`src/sv/tdls_pkg.sv`:
```
// package for the tridiagonal diffusion line solver
// holds shared types, register indexes and the rounding helpers; no dependencies
package tdls_pkg;

   localparam int unsigned VALUE_W = 32;
   localparam int unsigned COEFF_W = 24;
   localparam int unsigned FRAC_W  = 16;
   localparam logic [FRAC_W:0] ONE_Q16 = 17'h10000;

   typedef enum logic [0:0] {
      REG_DIFFUSION = 1'b0,
      REG_DECAY     = 1'b1
   } reg_index_type;

   // one classified sample handed from the front to the back
   typedef struct packed {
      logic signed [VALUE_W-1:0] sample;
      logic                      first;
      logic                      last;
   } item_type;

   // saturate a 64-bit signed value to 32 bits
   function automatic logic signed [VALUE_W-1:0] sat32(input logic signed [63:0] v);
      logic signed [VALUE_W-1:0] r;
      if (v > 64'sh7FFFFFFF) r = 32'sh7FFFFFFF;
      else if (v < -64'sh80000000) r = 32'sh80000000;
      else r = v[VALUE_W-1:0];
      return r;
   endfunction

   // (a*b)>>16, round to nearest, ties away from zero; p is the product
   function automatic logic signed [63:0] rnd_q16(input logic signed [63:0] p);
      logic [63:0] m;
      m = p[63] ? (64'd0 - p) : p;
      m = (m + 64'h8000) >> FRAC_W;
      return p[63] ? -$signed(m) : $signed(m);
   endfunction

endpackage

```
`src/sv/tdls_front.sv`:
```
// front of the line solver: accepts samples, counts nodes, marks first and last
// depends on tdls_pkg; forces the final node of an over-long line
module tdls_front
   import tdls_pkg::*;
#(
   parameter int unsigned MAX_LINE = 64
) (
   input  logic                      clock,
   input  logic                      reset,
   input  logic                      in_valid,
   output logic                      in_ready,
   input  logic signed [VALUE_W-1:0] in_sample,
   input  logic                      in_last,
   output logic                      q_valid,
   input  logic                      q_ready,
   output item_type                  q_item
);

   localparam int unsigned CNT_W = $clog2(MAX_LINE + 1);

   logic [CNT_W-1:0] count_ff, count_in;
   logic             last_eff;

   assign last_eff = in_last || (count_ff >= CNT_W'(MAX_LINE - 1));
   assign in_ready = q_ready;
   assign q_valid  = in_valid;
   assign q_item   = '{sample: in_sample, first: (count_ff == '0), last: last_eff};

   always_comb begin
      count_in = count_ff;
      if (in_valid && q_ready) count_in = last_eff ? '0 : count_ff + 1'b1;
   end

   always_ff @(posedge clock) begin
      if (reset) count_ff <= '0;
      else count_ff <= count_in;
   end

   assert property (@(posedge clock) disable iff (reset) count_ff < CNT_W'(MAX_LINE))
      else $error("node count beyond line length");
   assert property (@(posedge clock) disable iff (reset)
      (in_valid && q_ready && last_eff) |=> (count_ff == '0)) else $error("count not cleared");
   assert property (@(posedge clock) disable iff (reset)
      (in_valid && q_ready && !last_eff) |=> (count_ff == $past(count_ff) + 1'b1))
      else $error("count not advanced");

endmodule

```
`config.mk`:
```
export PLATFORM = sky130hd
export DESIGN_NAME = tdls_front
export DESIGN_NICKNAME = d
export VERILOG_FILES = /design/src/sv/tdls_pkg.sv /design/src/sv/tdls_front.sv
export SDC_FILE = /design/constraint.sdc
export NUM_CORES = 1
export LEC_CHECK = 0
export ABC_AREA = 1
export BUFFER_PORTS_ARGS = -buffer_cell sky130_fd_sc_hd__buf_2
export CAP_MARGIN = 15
export CORE_UTILIZATION = 33
export DETAILED_ROUTE_END_ITERATION = 10
export HOLD_SLACK_MARGIN = 0.1
export MAX_ROUTING_LAYER = met4
export PLACE_DENSITY_LB_ADDON = 0.12
export SLEW_MARGIN = 15
export SYNTH_ARGS = -nofsm -noshare
export SYNTH_HDL_FRONTEND = slang
export SYNTH_SLANG_ARGS = --single-unit
```
`constraint.sdc`:
```
create_clock -name clock -period 1.6 [get_ports clock]
set_clock_uncertainty 0.15 [all_clocks]
set_input_delay 0.08 -clock clock [delete_from_list [all_inputs] [get_ports clock]]
set_output_delay 0.08 -clock clock [all_outputs]
set_load 0.01 [all_outputs]
```
# Word level (Yosys, flattened, before mapping)
# Index checks and enable logic that the tools add are counted.
# classes
addsub,1
order_cmp,1
muxes,1
n_reduce_logical,3
# ops
op,n
"adder 7 x 1 -> 7 bit, second input constant",1
">= comparator 7 x 6 -> 1 bit, second input constant",1
zero test 7 bit,1
2-to-1 mux 7 bit,1
logical AND 1 bit,1
logical OR 1 bit,1
# word_totals
register_bits,7
input_bits,37
out_inout_bits,36
elab_cells,7

# Longest topological paths before layout
# logic_depth
word_depth,3
depth_mapped,8
ltp_nobuf,8

# Worst setup path after synthesis
# Ideal clock, no wire load.
# synth_timing
path_type,reg-to-reg
start,reg count_ff[0]
end,reg count_ff[4]
setup_ns,0.115
t_arrival_ns,0.925
required_ns,1.335
path_slack_ns,0.410
path_stages_with_launch,7
path_buffers,0
synth_period_minus_slack_ns,1.190
cell_sequence,dfxtp_1 > ha_1 > nand2_1 > nor2_1 > inv_1 > o21ai_1 > nor2_1
# synth_between
elab_chain_cells,3
elab_cells_between_ends,4
cone_classes,add/sub: 1; order compare: 1; mux: 1; reduce/logical: 1
# synth_lines
element,line_no,rtl
from (decl),tdls_front.sv:21,"logic [CNT_W-1:0] count_ff, count_in;"
from (signal assigned),tdls_front.sv:36,else count_ff <= count_in;
>= comparator 7 x 6 -> 1 bit,tdls_front.sv:24,assign last_eff = in_last || (count_ff >= CNT_W'(MAX_LINE - 1));
logical OR 1 bit,tdls_front.sv:24,
2-to-1 mux 7 bit *,tdls_front.sv:31,if (in_valid && q_ready) count_in = last_eff ? '0 : count_ff + 1'b1;
# Every way passes the cells marked *; elsewhere a longest branch is shown, timed or not.
# A chain may end at the register's enable or synchronous reset.

==> flow_summary_export.csv <==
group,metric,value,unit
outcome,outcome,"completed",
worst_setup_path,rr_endpoint,"count_ff[0]",
cells_and_area,top_regs,"count_ff (7)",
clock_tree,tritoncts,"yes",
route,ant_nets,0,
grt,gr-total-overflow,0,
clock_tree,numCtsBuffers,3,
worst_setup_path,reg2reg_depth,8,
route,drtIter0Drc,11,
clock_tree,clock-sinks,7,
power_and_ir_drop,p_per_area,576,nW/um2
timing,rsz0062_at_grt,"no",
timing,drv_slew,0,
yosys,syn-num-nets,130,
route,drc,0,
yosys,syn_area,643,um2
timing,min_period,1.49,ns
die,dieArea,2130,um2
worst_setup_path,crit_end,"count_ff[6]",
yosys,synthArstFlopShare,0,%
power_and_ir_drop,p_sw_share,26.9,%
grt,grt_pass1_vias,410,
grt,antenna_found_initial,0,
power_and_ir_drop,p_clk_share,32.8,%
flow_run,drv_cap,0,
power_and_ir_drop,total_power,0.000477,W
route,post_drt_via_cell_ratio,4.10,
cells_and_area,antenna_cells,0,
clock_tree,clk_pin_slew,0.05,ns
yosys,synth_top_area_share,40.9,%
worst_setup_path,critical_path.endpoint_type,"register",
route,wl_per_cell,9.56,um
timing,max_freq,673,MHz
yosys,yosysTopAreaCell,"buf_4",
cells_and_area,largest-register,"count_ff",
grt,grt_max_degree,8,
yosys,seq_area_frac_synth,21.8,%
yosys,synthesis.instances,91,
clock_tree,cts-root-buf,"clkbuf_4",
power_and_ir_drop,p_sw,0.000128,W
yosys,synth.distinct_cells,16,
placed_design,dp_hpwl,695,um
worst_setup_path,worstPathRequired,1.64,ns
power_and_ir_drop,power_frac_comb,28.9,%
yosys,ys_top_cells_by_area,"buf_4 41%, dfxtp_1 22%, nand2_1 7.6%",
cells_and_area,largest_reg_flops,7,
die,core,1780,um2
timing,max-slew-margin-rel,88.5,%
timing,tightest_slew,0.172,ns
cells_and_area,n_fill_cell,165,
route,wl,1.22,mm
placed_design,port_buffers,8,
die,die_w,46.1,um
power_and_ir_drop,vdd_drop_max,0.377,mV
worst_setup_path,crit_path_start_kind,"primary input",
worst_setup_path,criticalPathCategory,"in2reg",
power_and_ir_drop,seq_power_share,38.3,%
yosys,ys_seq_elements,7,
worst_setup_path,critPathLaunch,"reset",
die,rows,15,
cells_and_area,finalNetCount,143,
die,start_util,36.1,%
cells_and_area,post-route-util,46.5,%
grt,track_usage,12.0,%
yosys,syn_avg_cell_area,7.07,um2
clock_tree,cts_resized,0,
route,vias,525,
clock_tree,worstSkewPairLatency,0.25,ns
clock_tree,cts_max_path_buffers,2,
die,chipHeight,46.1,um
timing,timing.hold.ws,0.133,ns
grt,grt_first_pass_wirelength,1.65,mm
yosys,yosysWarnings,0,
min_path,worstHoldPathType,"in2reg",
clock_tree,htree_levels,1,
yosys,dominantRegCellSynth,"dfxtp_1",
power_and_ir_drop,p_leak,0.372,nW
cells_and_area,synthToLayoutAreaGrowth,28.8,%
timing,final_hold_viol_count,0,
worst_setup_path,reg2reg_slack,0.32,ns
die,ios,73,
cells_and_area,drive_above_1_share,15.5,%
worst_setup_path,cp_max_fo,2,
timing,finalSetupViolCount,0,
placed_design,globalplace.congestion,0.628,
timing,fin_setup_tns,0,ns
timing,period_share,92.8,%
yosys,post-synth-top-count-cell,"buf_4",
worst_setup_path,worstReg2RegStart,"count_ff[0]",
worst_setup_path,arrival,1.52,ns
power_and_ir_drop,p_int,0.000349,W
yosys,synth_commonest_cells,"35 x buf_4, 13 x nand2_1, 11 x inv_1, 10 x nor2_1, 7 x dfxtp_1",
yosys,synth_edf_count,0,
route,firstDrtPassIters,4,
-- power by group through the flow --
stage | logic, W | registers [W] | clock network [W]
after detailed placement | 0.0000459 | 0.000186 | 0
final | 0.000138 | 0.000183 | 0.000157
after CTS | 0.000138 | 0.000183 | 0.000163
after floorplan | 0.000117 | 0.000186 | 0
after global routing | 0.000151 | 0.000184 | 0.000179
after global placement | 0.0000472 | 0.000186 | 0
-- per-stage QoR --
step                area [um2]  instances  setup slack [ns]
floorplan                  643         91             0.410
global placement           452         89             0.311
detailed placement         452         89             0.305
CTS                        828        128             0.127
global route               828        128            0.0449
finish                     828        128             0.115
-- placed cells by master, fill, tap and decap left out --
cell and n:
buf_2 8, clkbuf_1 1, clkbuf_4 3, dfxtp_1 7, dlygate4sd3_1 35, ha_1 2
inv_1 11, nand2_1 13, nand2_2 3, nand2_4 1, nand3_1 1, nand4_1 1
nor2_1 10, nor2_2 1, nor3_1 1, o21ai_0 1, o21ai_1 1, o21bai_1 1
xor2_1 2
-- routing by layer --
layer  vias to the layer above  share of wire (%)  GRT usage (%)
met3                         2                 11           5.88
met1                       218                 37           12.2
li1                        258                  -              -
met5                         -                  0              -
met4                         0                1.4           8.82
met2                        47                 51           17.7
-- timing repair --
action	4_1_cts	5_1_grt
endpoints found under the setup margin	0	0
hold endpoints to repair	39	0
hold buffers	35	0
buffers inserted	0	0
-- worst max-delay path, stage by stage --
cell           delay, ns
dlygate4sd3_1       0.53
buf_2               0.12
inv_1               0.10
nand2_1             0.06
nor2_1              0.09
dlygate4sd3_1       0.54
-- final cells by class --
class                           instances  area [um2]  area share [%]
Timing Repair Buffer                   43         390            47.1
Tap cell                               25        31.3            3.78
Clock buffer                            4        26.3            3.17
Multi-Input combinational cell         38         199            24.0
Inverter                               11        41.3            4.98
Sequential cell                         7         140            16.9
-- kinds of logic after synthesis --
logic type	count (synthesis)	synth area share [%]
fa+ha+maj	2	3.89
compound gates	3	2.72
flops	7	21.8
simple gates	31	21.6
xor+xnor	2	2.72
buf+inv	46	47.3
-- worst min-delay path by stage --
stage	startpoint	end	slack (ns)	depth (start not counted)
floorplan	q_ready	in_ready	0.10	1
global placement	in_sample[8]	q_item[10]	0.01	0
detailed placement	in_sample[8]	q_item[10]	0.01	0
CTS	q_ready	count_ff[0]	0.13	4
global route	q_ready	count_ff[2]	0.14	5
finish	q_ready	count_ff[0]	0.13	4
No activity file was read; power rests on OpenSTA's default activity.
