==> src/sv/tdls_pkg.sv <==
// package for the tridiagonal diffusion line solver
// holds shared types, register indexes and the rounding helpers; no dependencies
package tdls_pkg;

   localparam int unsigned VALUE_W = 32;
   localparam int unsigned COEFF_W = 24;
   localparam int unsigned FRAC_W  = 16;
   localparam logic [FRAC_W:0] ONE_Q16 = 17'h10000;

   typedef enum logic [0:0] {
      REG_DIFFUSION = 1'b0,
      REG_DECAY     = 1'b1
   } reg_index_type;

   // one classified sample handed from the front to the back
   typedef struct packed {
      logic signed [VALUE_W-1:0] sample;
      logic                      first;
      logic                      last;
   } item_type;

   // saturate a 64-bit signed value to 32 bits
   function automatic logic signed [VALUE_W-1:0] sat32(input logic signed [63:0] v);
      logic signed [VALUE_W-1:0] r;
      if (v > 64'sh7FFFFFFF) r = 32'sh7FFFFFFF;
      else if (v < -64'sh80000000) r = 32'sh80000000;
      else r = v[VALUE_W-1:0];
      return r;
   endfunction

   // (a*b)>>16, round to nearest, ties away from zero; p is the product
   function automatic logic signed [63:0] rnd_q16(input logic signed [63:0] p);
      logic [63:0] m;
      m = p[63] ? (64'd0 - p) : p;
      m = (m + 64'h8000) >> FRAC_W;
      return p[63] ? -$signed(m) : $signed(m);
   endfunction

endpackage

==> src/sv/tdls_fifo.sv <==
// short queue between the front and the back of the line solver
// depends on tdls_pkg for the item type
module tdls_fifo
   import tdls_pkg::*;
(
   input  logic     clock,
   input  logic     reset,
   input  logic     in_valid,
   output logic     in_ready,
   input  item_type in_item,
   output logic     out_valid,
   input  logic     out_ready,
   output item_type out_item
);

   item_type  slot_ff [2];
   logic      wr_ff, wr_in, rd_ff, rd_in;
   logic [1:0] cnt_ff, cnt_in;
   logic      push, pop;

   assign in_ready  = (cnt_ff != 2'd2);
   assign out_valid = (cnt_ff != 2'd0);
   assign out_item  = slot_ff[rd_ff];
   assign push      = in_valid && in_ready;
   assign pop       = out_valid && out_ready;

   always_comb begin
      wr_in  = push ? ~wr_ff : wr_ff;
      rd_in  = pop ? ~rd_ff : rd_ff;
      cnt_in = cnt_ff + {1'b0, push} - {1'b0, pop};
   end

   always_ff @(posedge clock) begin
      if (push) slot_ff[wr_ff] <= in_item;
      if (reset) begin
         wr_ff  <= 1'b0;
         rd_ff  <= 1'b0;
         cnt_ff <= 2'd0;
      end else begin
         wr_ff  <= wr_in;
         rd_ff  <= rd_in;
         cnt_ff <= cnt_in;
      end
   end

   assert property (@(posedge clock) disable iff (reset) cnt_ff <= 2'd2)
      else $error("queue count overflow");
   assert property (@(posedge clock) disable iff (reset)
      (cnt_ff == 2'd0) |-> !out_valid) else $error("valid while empty");
   assert property (@(posedge clock) disable iff (reset)
      (push && !pop) |=> (cnt_ff == $past(cnt_ff) + 2'd1)) else $error("push lost");

endmodule

==> config.mk <==
export PLATFORM = sky130hd
export DESIGN_NAME = tdls_fifo
export DESIGN_NICKNAME = d
export VERILOG_FILES = /design/src/sv/tdls_pkg.sv /design/src/sv/tdls_fifo.sv
export SDC_FILE = /design/constraint.sdc
export NUM_CORES = 1
export LEC_CHECK = 0
export BUFFER_PORTS_ARGS = -buffer_cell sky130_fd_sc_hd__buf_2
export CAP_MARGIN = 20
export CELL_PAD_IN_SITES_DETAIL_PLACEMENT = 0
export CELL_PAD_IN_SITES_GLOBAL_PLACEMENT = 1
export CORE_MARGIN = 2
export CORE_UTILIZATION = 47
export CTS_CLUSTER_SIZE = 25
export DETAILED_ROUTE_END_ITERATION = 7
export GPL_ROUTABILITY_DRIVEN = 0
export PLACE_DENSITY_LB_ADDON = 0.1
export SLEW_MARGIN = 20
export SYNTH_ARGS = -nofsm -noshare
export SYNTH_HDL_FRONTEND = slang
export SYNTH_SLANG_ARGS = --single-unit
==> constraint.sdc <==
create_clock -name clock -period 4.55 [get_ports clock]
set_clock_uncertainty 0.15 [all_clocks]
set_input_delay 0.91 -clock clock [delete_from_list [all_inputs] [get_ports clock]]
set_output_delay 0.91 -clock clock [all_outputs]
set_load 0.01 [all_outputs]
Word-level counts from Yosys, hierarchy flattened
Memories as Yosys holds them, arrays and structs flattened. A register that Yosys moved wholly into a read port is not among the register bits.
Index checks and enable logic that the tools add are counted.
{"block": "word_totals", "regBits": 4, "mem_bits_rw": 68, "output_inout_bits": 36, "word_cells": 16, "n_memories": 1}
{"block": "classes", "add_sub_neg": 2, "n_eq_ne": 1, "muxes": 4, "n_bitwise": 2, "reduce_logical": 3}
{"name": "slot_ff", "words": 2, "word_bits": 34, "read_ports": 1, "rd_ports_with_merged_regs": 1, "wr": 1, "line": "tdls_fifo.sv:16", "text": "item_type slot_ff [2];"}
{"cell": "$mux 1", "count": 4}
{"cell": "$add 2x1->2", "count": 1}
{"cell": "$logic_and 1x1->1", "count": 2}
{"cell": "$ne 2x2->1 const B", "count": 1}
{"cell": "$not 1->1", "count": 2}
{"cell": "$reduce_bool 2->1", "count": 1}
{"cell": "$sub 2x1->2", "count": 1}

Logic depth before layout (Yosys ltp)
{"block": "depth", "word_depth": 4, "ltp_mapped": 8}

Worst setup path before layout
OpenSTA, ideal clock, no wires.
{"block": "synth_path", "path_type": "input port to flip-flop", "from": "in in_valid", "to": "mem slot_ff[0][0] (netlist name), enable pin", "arrival_ns": 2.412, "required_ns": 3.975, "setup_slack_ns": 1.563, "stages": 2, "cell_sequence": "nand2_2 > nor2_1"}
{"block": "synth_between", "elab_chain_cells": 3}
{"item": "from (decl)", "line": "tdls_fifo.sv:8", "text": "input logic in_valid,"}
{"item": "$logic_and 1x1->1", "line": "tdls_fifo.sv:24", "text": "assign push = in_valid && in_ready;"}
{"item": "$mux 1", "line": "tdls_fifo.sv:34", "text": "if (push) slot_ff[wr_ff] <= in_item;"}
{"item": "$mux 1 (not written as such)", "line": "tdls_fifo.sv:34"}
{"item": "to (decl)", "line": "tdls_fifo.sv:16"}
No other way between the ends.

==> results.py <==
metrics = {
    "status": {
        "outcome": "finished clean",
    },
    "sta": {
        "rsz0062_at_grt": "no",
        "max_slew_margin_pct": 33.7,
        "worst_pin_slew_ns": 0.992,
        "setup_violations": 0,
        "clock.fmax_mhz": 373,
        "setup_slack_ns": 1.87,
        "finalSetupTns_ns": 0,
        "final-max-slew-violation-count": 0,
        "finalCritPeriodShare_pct": 58.9,
        "period_needed_ns": 2.68,
        "finalHoldViolCount": 0,
    },
    "yosys": {
        "syn_inst": 130,
        "ys_seq_area_share_pct": 76.0,
        "yosys_warnings": 0,
        "synth.distinct_cells": 16,
        "synthesis.nets": 170,
        "yosys-top-cells-area": "sky130_fd_sc_hd__edfxtp_1 (72%), sky130_fd_sc_hd__mux2_4 (17%), sky130_fd_sc_hd__dfxtp_1 (3.5%), sky130_fd_sc_hd__buf_6 (1.6%), sky130_fd_sc_hd__mux2_1 (1.6%)",
        "synth.cell_area_sq_mm": 0.00282,
        "synth.ff_latch_count": 73,
        "syn_avg_cell_area_sq_um": 21.7,
        "synthDominantAreaCellType": "sky130_fd_sc_hd__edfxtp_1",
        "synthDominantCellAreaShare_pct": 72.4,
    },
    "global_routing": {
        "grtUsageTotal_pct": 14.0,
        "largest_net_degree_at_the_start_of_global_routing": 35,
        "grt_first_pass_wirelength_mm": 6.53,
        "number_of_global_route_vias_before_repair": 1486,
        "grt.overflow.total": 0,
        "number_of_antenna_violations_at_the_first_check_in_global_routing": 0,
    },
    "place": {
        "hpwl_after_dpl_mm": 2.83,
        "detailedPlace.worstSlack_ns": 1.88,
        "io_buffers": 73,
    },
    "layout": {
        "final-seq-area_sq_mm": 0.00215,
        "area.growth.synth_to_final_pct": 21.4,
        "multi_input_comb_area_sq_um": 638,
        "final_cell_mix": "sky130_fd_sc_hd__buf_2 (73), sky130_fd_sc_hd__edfxtp_1 (68), sky130_fd_sc_hd__mux2_4 (31)",
        "nFillCells": 449,
        "layout-drive-gt1-share_pct": 56.3,
        "layout.cells.most_common": "sky130_fd_sc_hd__buf_2",
        "nets": 250,
        "antennaDiodeCount": 0,
    },
    "power": {
        "post-layout-total-power_mw": 1.83,
        "power_per_cell_area_mw_per_mm2": 535,
        "total_leakage_power_nw": 1.36,
        "max-vdd-ir-drop_v": 0.000343,
    },
    "clocking": {
        "cts_tree": "yes",
        "cts_hold_buffers": 0,
        "worst_skew_pair.late_latency_ns": 0.34,
        "ctsResizeCount": 0,
        "cts-buffers-inserted": 9,
        "clock_sink_count": 73,
        "htreeDepth": 3,
        "ctsRootBufferMaster": "sky130_fd_sc_hd__clkbuf_8",
        "cts.path.max_buffers": 2,
        "cts_post_setup_buffers_inserted": 0,
        "clk_transition_reported_paths_ns": 0.06,
    },
    "floorplan": {
        "floorplan.initialDensity_pct": 48.2,
        "design.core.area_sq_mm": 0.00585,
        "num_io_pins": 74,
        "fp.dieArea_sq_mm": 0.00664,
        "die-height_um": 81.5,
        "dieWidth_um": 81.5,
        "row_count": 28,
    },
    "routing": {
        "totalWireLength_mm": 4.34,
        "ant_nets": 0,
        "vias": 1402,
        "detail_route.iter0.violations": 65,
        "post-route-drc-count": 0,
        "via_count_normalized_by_instance_count": 4.83,
        "drt-wirelength-per-cell_um": 15.0,
        "drt_pass1_iterations": 4,
    },
    "setup_path": {
        "worst_reg2reg_path_endpoint": "slot_ff[0][12]",
        "r2r_setup_slk_ns": 2.61,
        "critPathCapture": "out_item[1]",
        "critical-path-max-stage-delay_ns": 0.76,
        "end_kind": "primary output",
        "timing.critical_path.arrival_ns": 1.62,
        "worstReg2RegStart": "cnt_ff[0]",
        "r2r_cells": 3,
        "worst-setup-path-type": "flip-flop to primary output",
        "worst-path-stages": 2,
        "highest_delay_cell_along_the_critical_path": "sky130_fd_sc_hd__dfxtp_4",
        "cp_required_ns": 3.49,
        "critPathTopFamily": "flip-flops",
        "critical_path_buffers_and_inverters": 1,
        "critical_path_fanout_max": 34,
        "worstPathCellList": "mux2_1, buf_2",
        "startpoint_type": "flip-flop",
    },
    "min_path": {
        "worstHoldPathType": "flip-flop to flip-flop",
    },
    "flow_run": {
        "cap_viol_max_count": 0,
    },
}
[cell type report]
cell class,instances,area share [%]
clock inverter,5,1.35
tap,75,2.74
multi-input combinational,52,18.6
clock buffer,11,3.84
inverter,1,0.110
sequential,73,62.7
timing repair buffer,73,10.7
[flip-flops by register name, summed over array words and instances, names as in the netlist, named ones only]
name / flops
slot_ff: 68
cnt_ff: 2
rd_ff: 1
wr_ff: 1
[per-stage QoR]
| stage | instance area (sq um) | hold WS, ns | std cells | utilization, % |
|---|---|---|---|---|
| global placement | 3240 | 0.351 | 274 | 55.5 |
| CTS | 3420 | 0.376 | 290 | 58.5 |
| floorplan | 2820 | 0.330 | 130 | - |
| global route | 3420 | 0.416 | 290 | 58.5 |
| detailed placement | 3240 | 0.359 | 274 | 55.5 |
| finish | 3420 | 0.369 | 290 | 58.5 |
[cell families (layout without fill, tap and decap cells)]
logic type,count (synthesis),count (layout),synth area share (%)
mux,35,35,18.1
fa+ha+maj,2,2,0.887
compound gates,1,1,0.311
buf+inv,5,90,1.73
flops,73,73,76.0
xor+xnor,3,3,0.932
simple gates,11,11,2.09
[report_power, final]
part | total (mW) | internal (mW) | leakage [nW] | switching (mW)
registers | 0.929 | 0.848 | 0.677 | 0.0812
logic | 0.441 | 0.252 | 0.591 | 0.189
clock network | 0.461 | 0.247 | 0.0898 | 0.213
[worst min path at each step]
stage	startpoint	end	slack, ns	cells after the start
after floorplan	rd_ff	flip-flop	0.33	2
after global placement	rd_ff	rd_ff	0.35	2
after detailed placement	rd_ff	flip-flop	0.36	2
after CTS	rd_ff	flip-flop	0.38	2
after global routing	rd_ff	rd_ff	0.42	2
final	rd_ff	flip-flop	0.37	2
[worst reg2reg max path, stage by stage (launching register included)]
cell and delay [ns]:
sky130_fd_sc_hd__dfxtp_1 0.37, sky130_fd_sc_hd__nand2b_2 0.16, sky130_fd_sc_hd__nand2_2 0.10, sky130_fd_sc_hd__nor2_4 0.76
[metal layers]
metal	vias to the layer above	track usage [%]	part of all wire, %
met5	-	0	0
met3	10	3.52	5.7
li1	662	-	-
met4	0	10.2	2.9
met2	50	23.3	52
met1	680	15.7	40
[Yosys cell counts]
library cell / instances
sky130_fd_sc_hd__o21a_2: 1
sky130_fd_sc_hd__mux2_4: 31
sky130_fd_sc_hd__ha_1: 2
sky130_fd_sc_hd__dfxtp_1: 5
sky130_fd_sc_hd__edfxtp_1: 68
sky130_fd_sc_hd__nor2b_1: 2
sky130_fd_sc_hd__mux2_1: 4
sky130_fd_sc_hd__xnor2_1: 2
sky130_fd_sc_hd__xor2_1: 1
sky130_fd_sc_hd__nand2_2: 1
sky130_fd_sc_hd__or2_1: 1
sky130_fd_sc_hd__nor2_1: 5
sky130_fd_sc_hd__nand2b_2: 1
sky130_fd_sc_hd__inv_1: 1
sky130_fd_sc_hd__buf_6: 4
sky130_fd_sc_hd__and3_1: 1
No activity file was read; power rests on OpenSTA's default activity.
